--- src/rtl/core/aema_pkg.sv ---
// Package for the adaptive EMA accumulator: field widths, register indexes,
// reset values and default parameter values. No dependencies.
package aema_pkg;

	// Default parameter values
	localparam int SAMPLE_WIDTH_DEF = 32;
	localparam int FRAC_BITS_DEF    = 16;

	// Field widths of the channels
	localparam int FIELD_W    = 32;
	localparam int POSITION_W = 16;
	localparam int WINDOW_W   = 16;
	localparam int ALPHA_W    = 17;
	localparam int DIV_NUM_W  = ALPHA_W + 1;

	// Configuration port
	localparam int CFG_IDX_W  = 4;
	localparam int CFG_DATA_W = 17;

	localparam logic [CFG_IDX_W-1:0] REG_WINDOW_LENGTH = CFG_IDX_W'(0);
	localparam logic [CFG_IDX_W-1:0] REG_DEFAULT_ALPHA = CFG_IDX_W'(1);

	// Q1.16 smoothing factor constants
	localparam logic [ALPHA_W-1:0]  ALPHA_ONE    = ALPHA_W'(65536);
	localparam logic [ALPHA_W-1:0]  ALPHA_RESET  = ALPHA_W'(19661);
	localparam logic [WINDOW_W-1:0] WINDOW_RESET = WINDOW_W'(1);

	// Step counts of the iterative unit
	localparam int DIV_STEPS = DIV_NUM_W;
	localparam int MUL_STEPS = ALPHA_W;
	localparam int CNT_W     = 5;

	// Saturate an 18-bit quotient or a register value to 1.0
	function automatic logic [ALPHA_W-1:0] sat_alpha(input logic [DIV_NUM_W-1:0] a);
		logic [ALPHA_W-1:0] r;
		if (a > DIV_NUM_W'(ALPHA_ONE)) begin
			r = ALPHA_ONE;
		end else begin
			r = a[ALPHA_W-1:0];
		end
		return r;
	endfunction

endpackage

--- src/rtl/core/aema_ifs.sv ---
// Channel interfaces of the adaptive EMA accumulator: sample items,
// average results and configuration writes. Depends on aema_pkg.

interface aema_item_if import aema_pkg::*; ();
	logic                  valid;
	logic                  ready;
	logic [FIELD_W-1:0]    sample;
	logic                  has_sample;
	logic [POSITION_W-1:0] position;
	logic                  finish;

	modport source (output valid, sample, has_sample, position, finish, input ready);
	modport sink   (input valid, sample, has_sample, position, finish, output ready);
endinterface

interface aema_result_if import aema_pkg::*; ();
	logic               valid;
	logic               ready;
	logic [FIELD_W-1:0] average;

	modport source (output valid, average, input ready);
	modport sink   (input valid, average, output ready);
endinterface

interface aema_cfg_if import aema_pkg::*; ();
	logic                  valid;
	logic                  ready;
	logic [CFG_IDX_W-1:0]  index;
	logic [CFG_DATA_W-1:0] data;

	modport source (output valid, index, data, input ready);
	modport sink   (input valid, index, data, output ready);
endinterface

--- src/rtl/core/adaptive_ema_accumulator_unit.sv ---
// Adaptive EMA accumulator. Finish request: result registered in the cycle after
// accept. Seeding sample: loaded into the average at accept. Later sample: difference,
// 17 shift-add steps on the shared adder, rounding, update; when position 1 reloads
// alpha, a restoring divider on the same adder runs first. All steps use that adder.
// Reset (arst_n low): average 0, unseeded, alpha 0.3, window length 1.
// Depends on aema_pkg and aema_ifs.
module adaptive_ema_accumulator_unit import aema_pkg::*; #(
	parameter int SAMPLE_WIDTH = SAMPLE_WIDTH_DEF,
	parameter int FRAC_BITS    = FRAC_BITS_DEF
) (
	input  logic          clk,
	input  logic          arst_n,
	aema_item_if.sink     item,
	aema_result_if.source result,
	aema_cfg_if.sink      cfg
);

	// Average format and unit widths
	localparam int AF    = (SAMPLE_WIDTH + FRAC_BITS <= 64) ? FRAC_BITS : 64 - SAMPLE_WIDTH;
	localparam int AW    = SAMPLE_WIDTH + AF;
	localparam int MW    = AW + ALPHA_W;
	localparam int RW    = SAMPLE_WIDTH + 1;
	localparam int OUT_W = (SAMPLE_WIDTH < FIELD_W) ? SAMPLE_WIDTH : FIELD_W;

	// Sequencer states
	localparam logic [2:0] ST_IDLE = 3'd0;
	localparam logic [2:0] ST_DIV  = 3'd1;
	localparam logic [2:0] ST_DIFF = 3'd2;
	localparam logic [2:0] ST_MUL  = 3'd3;
	localparam logic [2:0] ST_RND  = 3'd4;
	localparam logic [2:0] ST_UPD  = 3'd5;

	logic [2:0]            state_q;
	logic [CNT_W-1:0]      cnt_q;
	logic                  seeded_q;
	logic [AW-1:0]         avg_q;
	logic [ALPHA_W-1:0]    alpha_q;
	logic [WINDOW_W-1:0]   wl_q;
	logic                  out_valid_q;
	logic [FIELD_W-1:0]    out_q;

	logic [AW-1:0]         x_q;
	logic                  ge_q;
	logic [AW-1:0]         d_q;
	logic [MW-1:0]         acc_q;
	logic [ALPHA_W-1:0]    mula_q;
	logic [ALPHA_W-1:0]    rem_q;
	logic [DIV_NUM_W-1:0]  num_q;
	logic [DIV_NUM_W-1:0]  quo_q;

	logic                  in_fire;
	logic [SAMPLE_WIDTH-1:0] sample_w;
	logic [AW-1:0]         x_new;
	logic [ALPHA_W-1:0]    n1;
	logic [DIV_NUM_W-1:0]  rem_sh;
	logic [DIV_NUM_W-1:0]  quo_next;
	logic [AW-1:0]         step;
	logic [RW-1:0]         rnd;
	logic [FIELD_W-1:0]    avg_sat;

	// Shared adder/subtractor
	logic [MW-1:0]         unit_a;
	logic [MW-1:0]         unit_b;
	logic                  unit_sub;
	logic [MW:0]           unit_res;
	logic                  unit_carry;

	assign item.ready = (state_q == ST_IDLE) && (!out_valid_q || result.ready);
	assign in_fire    = item.valid && item.ready;
	assign cfg.ready  = 1'b1;

	assign result.valid   = out_valid_q;
	assign result.average = out_q;

	// Sample in the average's format
	assign sample_w = SAMPLE_WIDTH'(item.sample);
	assign x_new    = AW'(sample_w) << AF;

	// Window plus one and the divider's shifted remainder
	assign n1       = ALPHA_W'(wl_q) + ALPHA_W'(1);
	assign rem_sh   = {rem_q, num_q[DIV_NUM_W-1]};
	assign quo_next = {quo_q[DIV_NUM_W-2:0], unit_carry};

	// Rounded step: (acc + 2^15) already held in acc_q at the update state
	assign step = AW'(acc_q >> 16);

	// Operand selection for the shared adder
	always_comb begin
		unit_a   = '0;
		unit_b   = '0;
		unit_sub = 1'b0;
		case (state_q)
			ST_DIV: begin
				unit_a   = MW'(rem_sh);
				unit_b   = MW'(n1);
				unit_sub = 1'b1;
			end
			ST_DIFF: begin
				unit_a   = ge_q ? MW'(x_q) : MW'(avg_q);
				unit_b   = ge_q ? MW'(avg_q) : MW'(x_q);
				unit_sub = 1'b1;
			end
			ST_MUL: begin
				unit_a = acc_q << 1;
				unit_b = mula_q[ALPHA_W-1] ? MW'(d_q) : '0;
			end
			ST_RND: begin
				unit_a = acc_q;
				unit_b = MW'(32'h8000);
			end
			ST_UPD: begin
				unit_a   = MW'(avg_q);
				unit_b   = MW'(step);
				unit_sub = !ge_q;
			end
			default: begin
				unit_sub = 1'b0;
			end
		endcase
	end

	assign unit_res   = {1'b0, unit_a} + {1'b0, unit_sub ? ~unit_b : unit_b}
		+ (MW+1)'(unit_sub);
	assign unit_carry = unit_res[MW];

	// Round to nearest, ties up
	generate
		if (AF == 0) begin : g_rnd_int
			assign rnd = RW'(avg_q);
		end else begin : g_rnd_frac
			assign rnd = RW'(avg_q >> AF) + RW'(avg_q[AF-1]);
		end
	endgenerate

	// Saturate to the sample range and the 32-bit field
	assign avg_sat = ((rnd >> OUT_W) != '0) ? FIELD_W'({OUT_W{1'b1}})
		: FIELD_W'(rnd[OUT_W-1:0]);

	// Control state, configuration and sequencer
	always_ff @(posedge clk or negedge arst_n) begin
		if (!arst_n) begin
			state_q     <= ST_IDLE;
			cnt_q       <= '0;
			seeded_q    <= 1'b0;
			avg_q       <= '0;
			alpha_q     <= ALPHA_RESET;
			wl_q        <= WINDOW_RESET;
			out_valid_q <= 1'b0;
		end else begin
			// Configuration writes
			if (cfg.valid) begin
				case (cfg.index)
					REG_WINDOW_LENGTH: wl_q <= cfg.data[WINDOW_W-1:0];
					REG_DEFAULT_ALPHA: alpha_q <= sat_alpha(DIV_NUM_W'(cfg.data));
					default: wl_q <= wl_q;
				endcase
			end

			// Result register
			if (in_fire && item.finish) begin
				out_valid_q <= 1'b1;
			end else if (result.ready) begin
				out_valid_q <= 1'b0;
			end

			case (state_q)
				ST_IDLE: begin
					cnt_q <= '0;
					if (in_fire && !item.finish && item.has_sample) begin
						if (!seeded_q) begin
							avg_q    <= x_new;
							seeded_q <= 1'b1;
						end else if (item.position == POSITION_W'(1)) begin
							state_q <= ST_DIV;
						end else begin
							state_q <= ST_DIFF;
						end
					end
				end
				ST_DIV: begin
					cnt_q <= cnt_q + CNT_W'(1);
					if (cnt_q == CNT_W'(DIV_STEPS - 1)) begin
						alpha_q <= sat_alpha(quo_next);
						cnt_q   <= '0;
						state_q <= ST_DIFF;
					end
				end
				ST_DIFF: begin
					state_q <= ST_MUL;
				end
				ST_MUL: begin
					cnt_q <= cnt_q + CNT_W'(1);
					if (cnt_q == CNT_W'(MUL_STEPS - 1)) begin
						cnt_q   <= '0;
						state_q <= ST_RND;
					end
				end
				ST_RND: begin
					state_q <= ST_UPD;
				end
				ST_UPD: begin
					avg_q   <= unit_res[AW-1:0];
					state_q <= ST_IDLE;
				end
				default: begin
					state_q <= ST_IDLE;
				end
			endcase
		end
	end

	// Datapath registers
	always_ff @(posedge clk) begin
		if (in_fire && item.finish) begin
			out_q <= avg_sat;
		end
		case (state_q)
			ST_IDLE: begin
				x_q   <= x_new;
				ge_q  <= x_new >= avg_q;
				rem_q <= '0;
				quo_q <= '0;
				num_q <= {1'b1, 1'b0, n1[ALPHA_W-1:1]};
			end
			ST_DIV: begin
				rem_q <= unit_carry ? unit_res[ALPHA_W-1:0] : rem_sh[ALPHA_W-1:0];
				quo_q <= quo_next;
				num_q <= num_q << 1;
			end
			ST_DIFF: begin
				d_q    <= unit_res[AW-1:0];
				acc_q  <= '0;
				mula_q <= alpha_q;
			end
			ST_MUL: begin
				acc_q  <= unit_res[MW-1:0];
				mula_q <= mula_q << 1;
			end
			ST_RND: begin
				acc_q <= unit_res[MW-1:0];
			end
			default: begin
				mula_q <= mula_q;
			end
		endcase
	end

endmodule

--- src/flat_wrapper.sv ---
// flat-port wrapper written by rule: the top's interface ports become plain ports
module adaptive_ema_accumulator_unit_flat import aema_pkg::*;
#(
	parameter int SAMPLE_WIDTH = SAMPLE_WIDTH_DEF,
	parameter int FRAC_BITS    = FRAC_BITS_DEF
)
  (clk, arst_n, item_valid, item_sample, item_has_sample, item_position, item_finish, item_ready, result_valid, result_average, result_ready, cfg_valid, cfg_index, cfg_data, cfg_ready);
  aema_item_if item_i ();
  aema_result_if result_i ();
  aema_cfg_if cfg_i ();
  input  logic clk;
  input  logic arst_n;
  input wire logic [$bits(item_i.valid)-1:0] item_valid;
  input wire logic [$bits(item_i.sample)-1:0] item_sample;
  input wire logic [$bits(item_i.has_sample)-1:0] item_has_sample;
  input wire logic [$bits(item_i.position)-1:0] item_position;
  input wire logic [$bits(item_i.finish)-1:0] item_finish;
  output wire logic [$bits(item_i.ready)-1:0] item_ready;
  output wire logic [$bits(result_i.valid)-1:0] result_valid;
  output wire logic [$bits(result_i.average)-1:0] result_average;
  input wire logic [$bits(result_i.ready)-1:0] result_ready;
  input wire logic [$bits(cfg_i.valid)-1:0] cfg_valid;
  input wire logic [$bits(cfg_i.index)-1:0] cfg_index;
  input wire logic [$bits(cfg_i.data)-1:0] cfg_data;
  output wire logic [$bits(cfg_i.ready)-1:0] cfg_ready;
  assign item_i.valid = item_valid;
  assign item_i.sample = item_sample;
  assign item_i.has_sample = item_has_sample;
  assign item_i.position = item_position;
  assign item_i.finish = item_finish;
  assign item_ready = item_i.ready;
  assign result_valid = result_i.valid;
  assign result_average = result_i.average;
  assign result_i.ready = result_ready;
  assign cfg_i.valid = cfg_valid;
  assign cfg_i.index = cfg_index;
  assign cfg_i.data = cfg_data;
  assign cfg_ready = cfg_i.ready;
  adaptive_ema_accumulator_unit #(.SAMPLE_WIDTH(SAMPLE_WIDTH), .FRAC_BITS(FRAC_BITS)) u_core (.clk(clk), .arst_n(arst_n), .item(item_i), .result(result_i), .cfg(cfg_i));
endmodule
--- config.mk ---
export PLATFORM = sky130hd
export DESIGN_NAME = adaptive_ema_accumulator_unit_flat
export DESIGN_NICKNAME = d
export VERILOG_FILES = /design/src/rtl/core/aema_pkg.sv /design/src/rtl/core/aema_ifs.sv /design/src/rtl/core/adaptive_ema_accumulator_unit.sv /design/src/flat_wrapper.sv
export SDC_FILE = /design/constraint.sdc
export NUM_CORES = 1
export LEC_CHECK = 0
export CAP_MARGIN = 20
export CORE_AREA = 3 3 227 229
export DETAILED_ROUTE_END_ITERATION = 16
export DIE_AREA = 0 0 230 232
export DONT_BUFFER_PORTS = 1
export PLACE_DENSITY_LB_ADDON = 0.05
export SYNTH_ARGS = -nofsm -noshare
export SYNTH_HDL_FRONTEND = slang
export SYNTH_SLANG_ARGS = --single-unit
--- constraint.sdc ---
create_clock -name clk -period 6.47 [get_ports clk]
set_input_delay 1.294 -clock clk [delete_from_list [all_inputs] [get_ports clk]]
set_output_delay 1.294 -clock clk [all_outputs]
set_load 0.005 [all_outputs]
==> results of run 1 <==
==> worst max-delay path: stages (launching register included) <==
cell,delay [ns]
dfrtp_1,0.63
inv_1,0.27
ha_2,0.34
nor2_4,0.35
buf_12,0.31
nor2_1,0.10
xor2_1,0.15
ha_1,0.41
a21oi_1,0.39
nor2b_1,0.08
o21ai_0,0.17
nand2b_1,0.12
a221oi_1,0.40
a21oi_1,0.17
o21ai_0,0.64
o21bai_1,0.16
xnor2_1,0.55
inv_1,0.10
==> per-layer routing <==
layer,share of wire [%],global-route usage [%],vias up
met4,1.9,5.55,2
met1,48,42.4,8966
met3,8.6,4.50,91
met5,0.022,0,-
li1,-,-,8489
met2,41,38.6,799
==> sequential cells by signal, summed over array words and instances (netlist names), 3 cells and up <==
name and count:
u_core.d_q 48, u_core.cnt_q 5, u_core.num_q 18, u_core.result.average 32, u_core.wl_q 16, u_core.rem_q 17
u_core.alpha_q 17, u_core.mula_q 17, u_core.x_q 32, u_core.quo_q 17, u_core.state_q 3, u_core.acc_q 65
u_core.avg_q 48
==> placed cells by master, fill, tap and decap left out, types with 17 or more instances in the layout <==
master     instances
edfxtp_1         247
nor2_1           244
nand2_1          214
a21oi_1          182
ha_1             103
inv_1            100
o21ai_0           88
dfrtp_1           81
xor2_1            74
mux2_2            67
xnor2_1           65
mux2i_1           60
a21o_1            56
nand3_1           50
a222oi_1          47
buf_4             44
clkbuf_16         43
and2_1            39
nand4_1           37
o22ai_1           35
a31oi_1           28
a22oi_1           23
a221oi_1          23
and3_1            23
nor4_1            23
nor3_1            22
o21bai_1          22
o211ai_1          17
==> layout make-up <==
type,instances,area share (%)
Tap cell,672,3.44
Inverter,101,1.55
Clock buffer,57,4.94
Clock inverter,19,0.998
Timing Repair Buffer,47,1.60
Sequential cell,338,39.7
Multi-Input combinational cell,1737,47.8
==> worst min path at each step <==
stage / from / end / slack [ns] / depth (start not counted)
finish: arst_n / u_core.avg_q[45] / 0.42 / 0
global route: arst_n / u_core.avg_q[4] / 0.40 / 0
CTS: arst_n / u_core.avg_q[45] / 0.39 / 0
detailed placement: u_core.seeded_q / u_core.seeded_q / 0.48 / 1
global placement: u_core.seeded_q / u_core.seeded_q / 0.48 / 1
floorplan: u_core.seeded_q / u_core.seeded_q / 0.45 / 1
==> per-stage QoR <==
step	setup slack, ns	cell area, um2	hold WS, ns	utilization (%)	cells
2_1_floorplan	0.826	22300	0.452	-	2330
3_3_place_gp	0.866	23000	0.482	46.1	2893
3_5_place_dp	0.886	23000	0.478	46.1	2893
4_1_cts	0.844	24400	0.394	49.0	2969
5_1_grt	0.400	24500	0.397	49.0	2971
6_report	0.807	24500	0.424	49.0	2971
==> cells by family (layout without fill, tap and decap cells) <==
group,Yosys count,in the layout
other cells,1,1
fa+ha+maj,105,105
simple gates,728,728
flops,338,338
mux,127,127
compound gates,637,637
xor+xnor,139,139
buf+inv,255,224
==> summary.txt, run 1 <==
status - finished, final reports clean
vias in the first global route - 17.5k
Hold-fix buffers, CTS - 0
Synth top cells by count - 248 x nor2_1, 247 x edfxtp_1, 215 x nand2_1
crit-path max FO - 65
initial antenna violation count - 2
Synth cell types - 83
Yosys top cell by area - edfxtp_1
CP Capture Point - u_core.d_q[40]
Die W - 230 um
share of layout cells above drive strength 1 - 10.5%
worst slew pin tran - 0.970 ns
mean area per synthesized cell - 9.57 um2
remaining antenna violation count - 0
Highest Clock Rate - 177 MHz
R2R cell count - 17
Pre-Repair DR Iteration Count - 7
DRC viols - 0
Compound-Gate Fraction of Synth Area - 19.4%
Synth Area in Simple Gates - 15.2%
critical path required time - 6.75 ns
Crit Reg-Reg Endpoint - u_core.d_q[40]
Worst setup EP type - flop
Buffers on Ports - 0
Multi-input gate area - 11700 um2
unrepaired setup endpoints after global routing - false
HPWL after detailed placement - 53900 um
row cnt - 82
gpl congestion - 0.931
Critical Path Start Type - flop
CTS tree - done
Slew Viols, Final - 0
most frequent cell after synthesis - nor2_1
Syn Nets - 2511
Final Hold Vio Count - 0
Final period util - 87.5%
clk sinks - 338
DRT iter0 DRCs - 2206
setup TNS - 0 ns
clock root cell - clkbuf_16
sequential element share of the synthesized area - 43.5%
WS Path Type - reg -> reg
post-synthesis xor/xnor area fraction - 5.46%
asr flop ratio synth - 26.9%
# setup viols final - 0
Die Area - 53400 um2
synthesis-stage register bit count - 338
TritonCTS buffer count - 41
Worst-path clk slew - 0.06 ns
first-pass GRT wire length - 111000 um
Core Region - 49900 um2
top cells by area, synth - edfxtp_1 33%, dfrtp_1 9.2%, ha_1 5.8%
Post-Syn Area - 22300 um2
Yosys top cell area share - 33.2%
Bufs on Longest Clock Path - 3
initial core utilization - 44.7%
reg2reg setup slack - 0.81 ns
Max-Cap Viols - 0
post-CTS sizing - 0
WL/cell - 24.5 um
global route overflow - 0
I/O Pins - 111
critical path arrival - 5.95 ns
FF/Latch Area - 9710 um2
Final min period - 5.66 ns
Worst Setup SP - u_core.state_q[2]
via count - 18.3k
via/cell ratio - 6.18
Routed Wire Length - 72900 um
cell count after synthesis - 2330
largest family of logic cells by synthesized area - compound AO/OA/AOI/OAI gates
Post-synth EDFFs - 247
H-tree depth - 2
largest net degree at the start of global routing - 92
Layout Skew - 0.0373 ns
yosys warns - 0
post-synthesis mux area share - 6.07%
top_reg_cell synth - edfxtp_1
fraction of the mapped netlist area in adder cells - 5.92%
Clock Latency Late Sink - 0.58 ns
chip height - 232 um
min-delay worst type - in -> async
area delta synth->final - 9.62%
Ant. Diodes - 0
Slew headroom - 34.7%
RR Startpoint - u_core.state_q[2]
Setup Fix Bufs, Post-CTS - 0
Nets - 2447
GRT Overall Usage - 26.9%
Fill cells - 4731
Power of run 1 is not shown: default switching activity piles up to over one toggle a cycle in this logic, so the estimate is an artifact.
==> run 2, diff against run 1 <==
--- a/config.mk
+++ b/config.mk
@@ -11,6 +11,7 @@
 export DIE_AREA = 0 0 230 232
 export DONT_BUFFER_PORTS = 1
 export PLACE_DENSITY_LB_ADDON = 0.05
+export RECOVER_POWER = 100
 export SYNTH_ARGS = -nofsm -noshare
 export SYNTH_HDL_FRONTEND = slang
 export SYNTH_SLANG_ARGS = --single-unit
==> summary.txt, run 2 (synthesis gave the netlist of run 1 again) <==
R2R cell count - 15 (-2)
clock root cell - clkbuf_16
Highest Clock Rate - 171 MHz (-3.3%)
GRT Overall Usage - 26.9% (unchanged)
chip height - 232 um (unchanged)
RR Startpoint - u_core.state_q[0]
Hold-fix buffers, CTS - 0 (unchanged)
min-delay worst type - in -> async
Slew Viols, Final - 160 (+160)
Final min period - 5.86 ns (+0.196 ns)
share of layout cells above drive strength 1 - 9.48% (-1.0 points)
first-pass GRT wire length - 111000 um (unchanged)
Die W - 230 um (unchanged)
Die Area - 53400 um2 (unchanged)
DRT iter0 DRCs - 2178 (-1.3%)
Layout Skew - 0.0325 ns (-0.00482 ns)
Crit Reg-Reg Endpoint - u_core.acc_q[53]
Ant. Diodes - 0 (unchanged)
global route overflow - 0 (unchanged)
TritonCTS buffer count - 41 (unchanged)
Setup Fix Bufs, Post-CTS - 0 (unchanged)
gpl congestion - 0.931 (unchanged)
setup TNS - 0 ns (unchanged)
WS Path Type - reg -> reg
Final period util - 90.6% (+3.0 points)
Worst-path clk slew - 0.06 ns (about the same)
worst slew pin tran - 3.05 ns (+2.07 ns)
Final Hold Vio Count - 0 (unchanged)
Core Region - 49900 um2 (unchanged)
initial antenna violation count - 2 (unchanged)
most frequent cells in the layout - 247 x edfxtp_1, 245 x nor2_1, 215 x nand2_1
row cnt - 82 (unchanged)
critical path required time - 6.74 ns (about the same)
Worst setup EP type - flop
most used cell, CP - nor2_1
remaining antenna violation count - 0 (unchanged)
Core Util, Final - 48.9% (-0.19 points)
reg2reg setup slack - 0.61 ns (-0.20 ns)
Reg with most FFs - u_core.acc_q
most common cell after layout, fill and taps aside - edfxtp_1
HPWL after detailed placement - 53900 um (unchanged)
Clock Latency Late Sink - 0.57 ns (about the same)
H-tree depth - 2 (unchanged)
Critical Path Start Type - flop
CTS tree - done
Crit-path slowest cell - o21ai_0
Bufs on Longest Clock Path - 3 (unchanged)
Critical Path Max Stage Delay - 0.66 ns (+0.02 ns)
failing checks - max-capacitance violations, max-slew violations
clk sinks - 338 (unchanged)
vias in the first global route - 17.5k (unchanged)
critical path arrival - 6.13 ns (+0.18 ns)
largest net degree at the start of global routing - 92 (unchanged)
DRC viols - 0 (unchanged)
Buffers on Ports - 0 (unchanged)
Slew headroom - -103% (-140 points)
unrepaired setup endpoints after global routing - false
initial core utilization - 44.7% (unchanged)
max reg flops - 65 (unchanged)
via/cell ratio - 6.16 (-0.22%)
Max-Cap Viols - 4 (+4)
area delta synth->final - 9.20%
Routed Wire Length - 73000 um (about the same)
WL/cell - 24.6 um (about the same)
Pre-Repair DR Iteration Count - 9 (+2)
post-CTS sizing - 0 (unchanged)
via count - 18.3k (-0.22%)
# setup viols final - 0 (unchanged)
I/O Pins - 111 (unchanged)
status - complete, but fails checks
crit-path max FO - 32 (-51%)
worst path cell trace - buf_4, nor2_2, a222oi_1, nor2_1, ha_1, nand4_1, nor2_1, or4b_1, a2111o_1, and3_1, o21ai_0, o2111ai_1, a211oi_1, o21a_1, nor3_1
Top Registers - u_core.acc_q x65, u_core.avg_q x48, u_core.d_q x48
Fill cells - 4745 (+0.30%)
Nets - 2447 (unchanged)
==> run 2: per-layer routing <==
| metal | wire length [um] | track usage [%] | vias to the layer above | part of all wire, % |
|---|---|---|---|---|
| met4 | 1400 | 5.55 | 2 | 1.9 |
| met2 | 30100 | 38.6 | 785 | 41 |
| met1 | 35400 | 42.4 | 8950 | 48 |
| li1 | - | - | 8475 | - |
| met3 | 6090 | 4.50 | 94 | 8.3 |
| met5 | 16 | 0 | - | 0.022 |
==> run 2: how the worst max path moves through the flow <==
stage	from	endpoint	slack, ns
6_report	u_core.state_q[0]	u_core.acc_q[53]	0.61
5_1_grt	u_core.state_q[0]	u_core.acc_q[53]	0.21
4_1_cts	u_core.state_q[2]	u_core.rem_q[16]	0.84
3_5_place_dp	u_core.state_q[2]	u_core.rem_q[14]	0.89
3_3_place_gp	u_core.state_q[2]	u_core.rem_q[14]	0.87
2_1_floorplan	u_core.state_q[0]	u_core.rem_q[12]	0.83
==> run 2: area by class of cell <==
cell class / instances / area, um2 / area share [%]
Clock buffer: 57 / 1210 / 4.96
Clock inverter: 19 / 244 / 1.00
Inverter: 101 / 379 / 1.56
Multi-Input combinational cell: 1737 / 11600 / 47.8
Sequential cell: 338 / 9710 / 39.8
Tap cell: 672 / 841 / 3.45
Timing Repair Buffer: 47 / 343 / 1.41
==> run 2: through the flow <==
stage / area [um2] / setup slack (ns) / std cells / hold slack [ns]
4_1_cts: 24400 / 0.844 / 2969 / 0.394
2_1_floorplan: 22300 / 0.826 / 2330 / 0.452
3_3_place_gp: 23000 / 0.866 / 2893 / 0.482
3_5_place_dp: 23000 / 0.886 / 2893 / 0.478
5_1_grt: 24400 / 0.211 / 2971 / 0.397
6_report: 24400 / 0.611 / 2971 / 0.424
==> run 2: worst max-delay path: cells and delay by family, from the launching register on <==
| family | cells | cell delay, ns |
|---|---|---|
| flops | 1 | 0.65 |
| buf+inv | 1 | 0.57 |
| fa+ha+maj | 1 | 0.46 |
| compound gates | 6 | 2.31 |
| simple gates | 7 | 1.55 |
Power of run 2 is left out for the same reason.
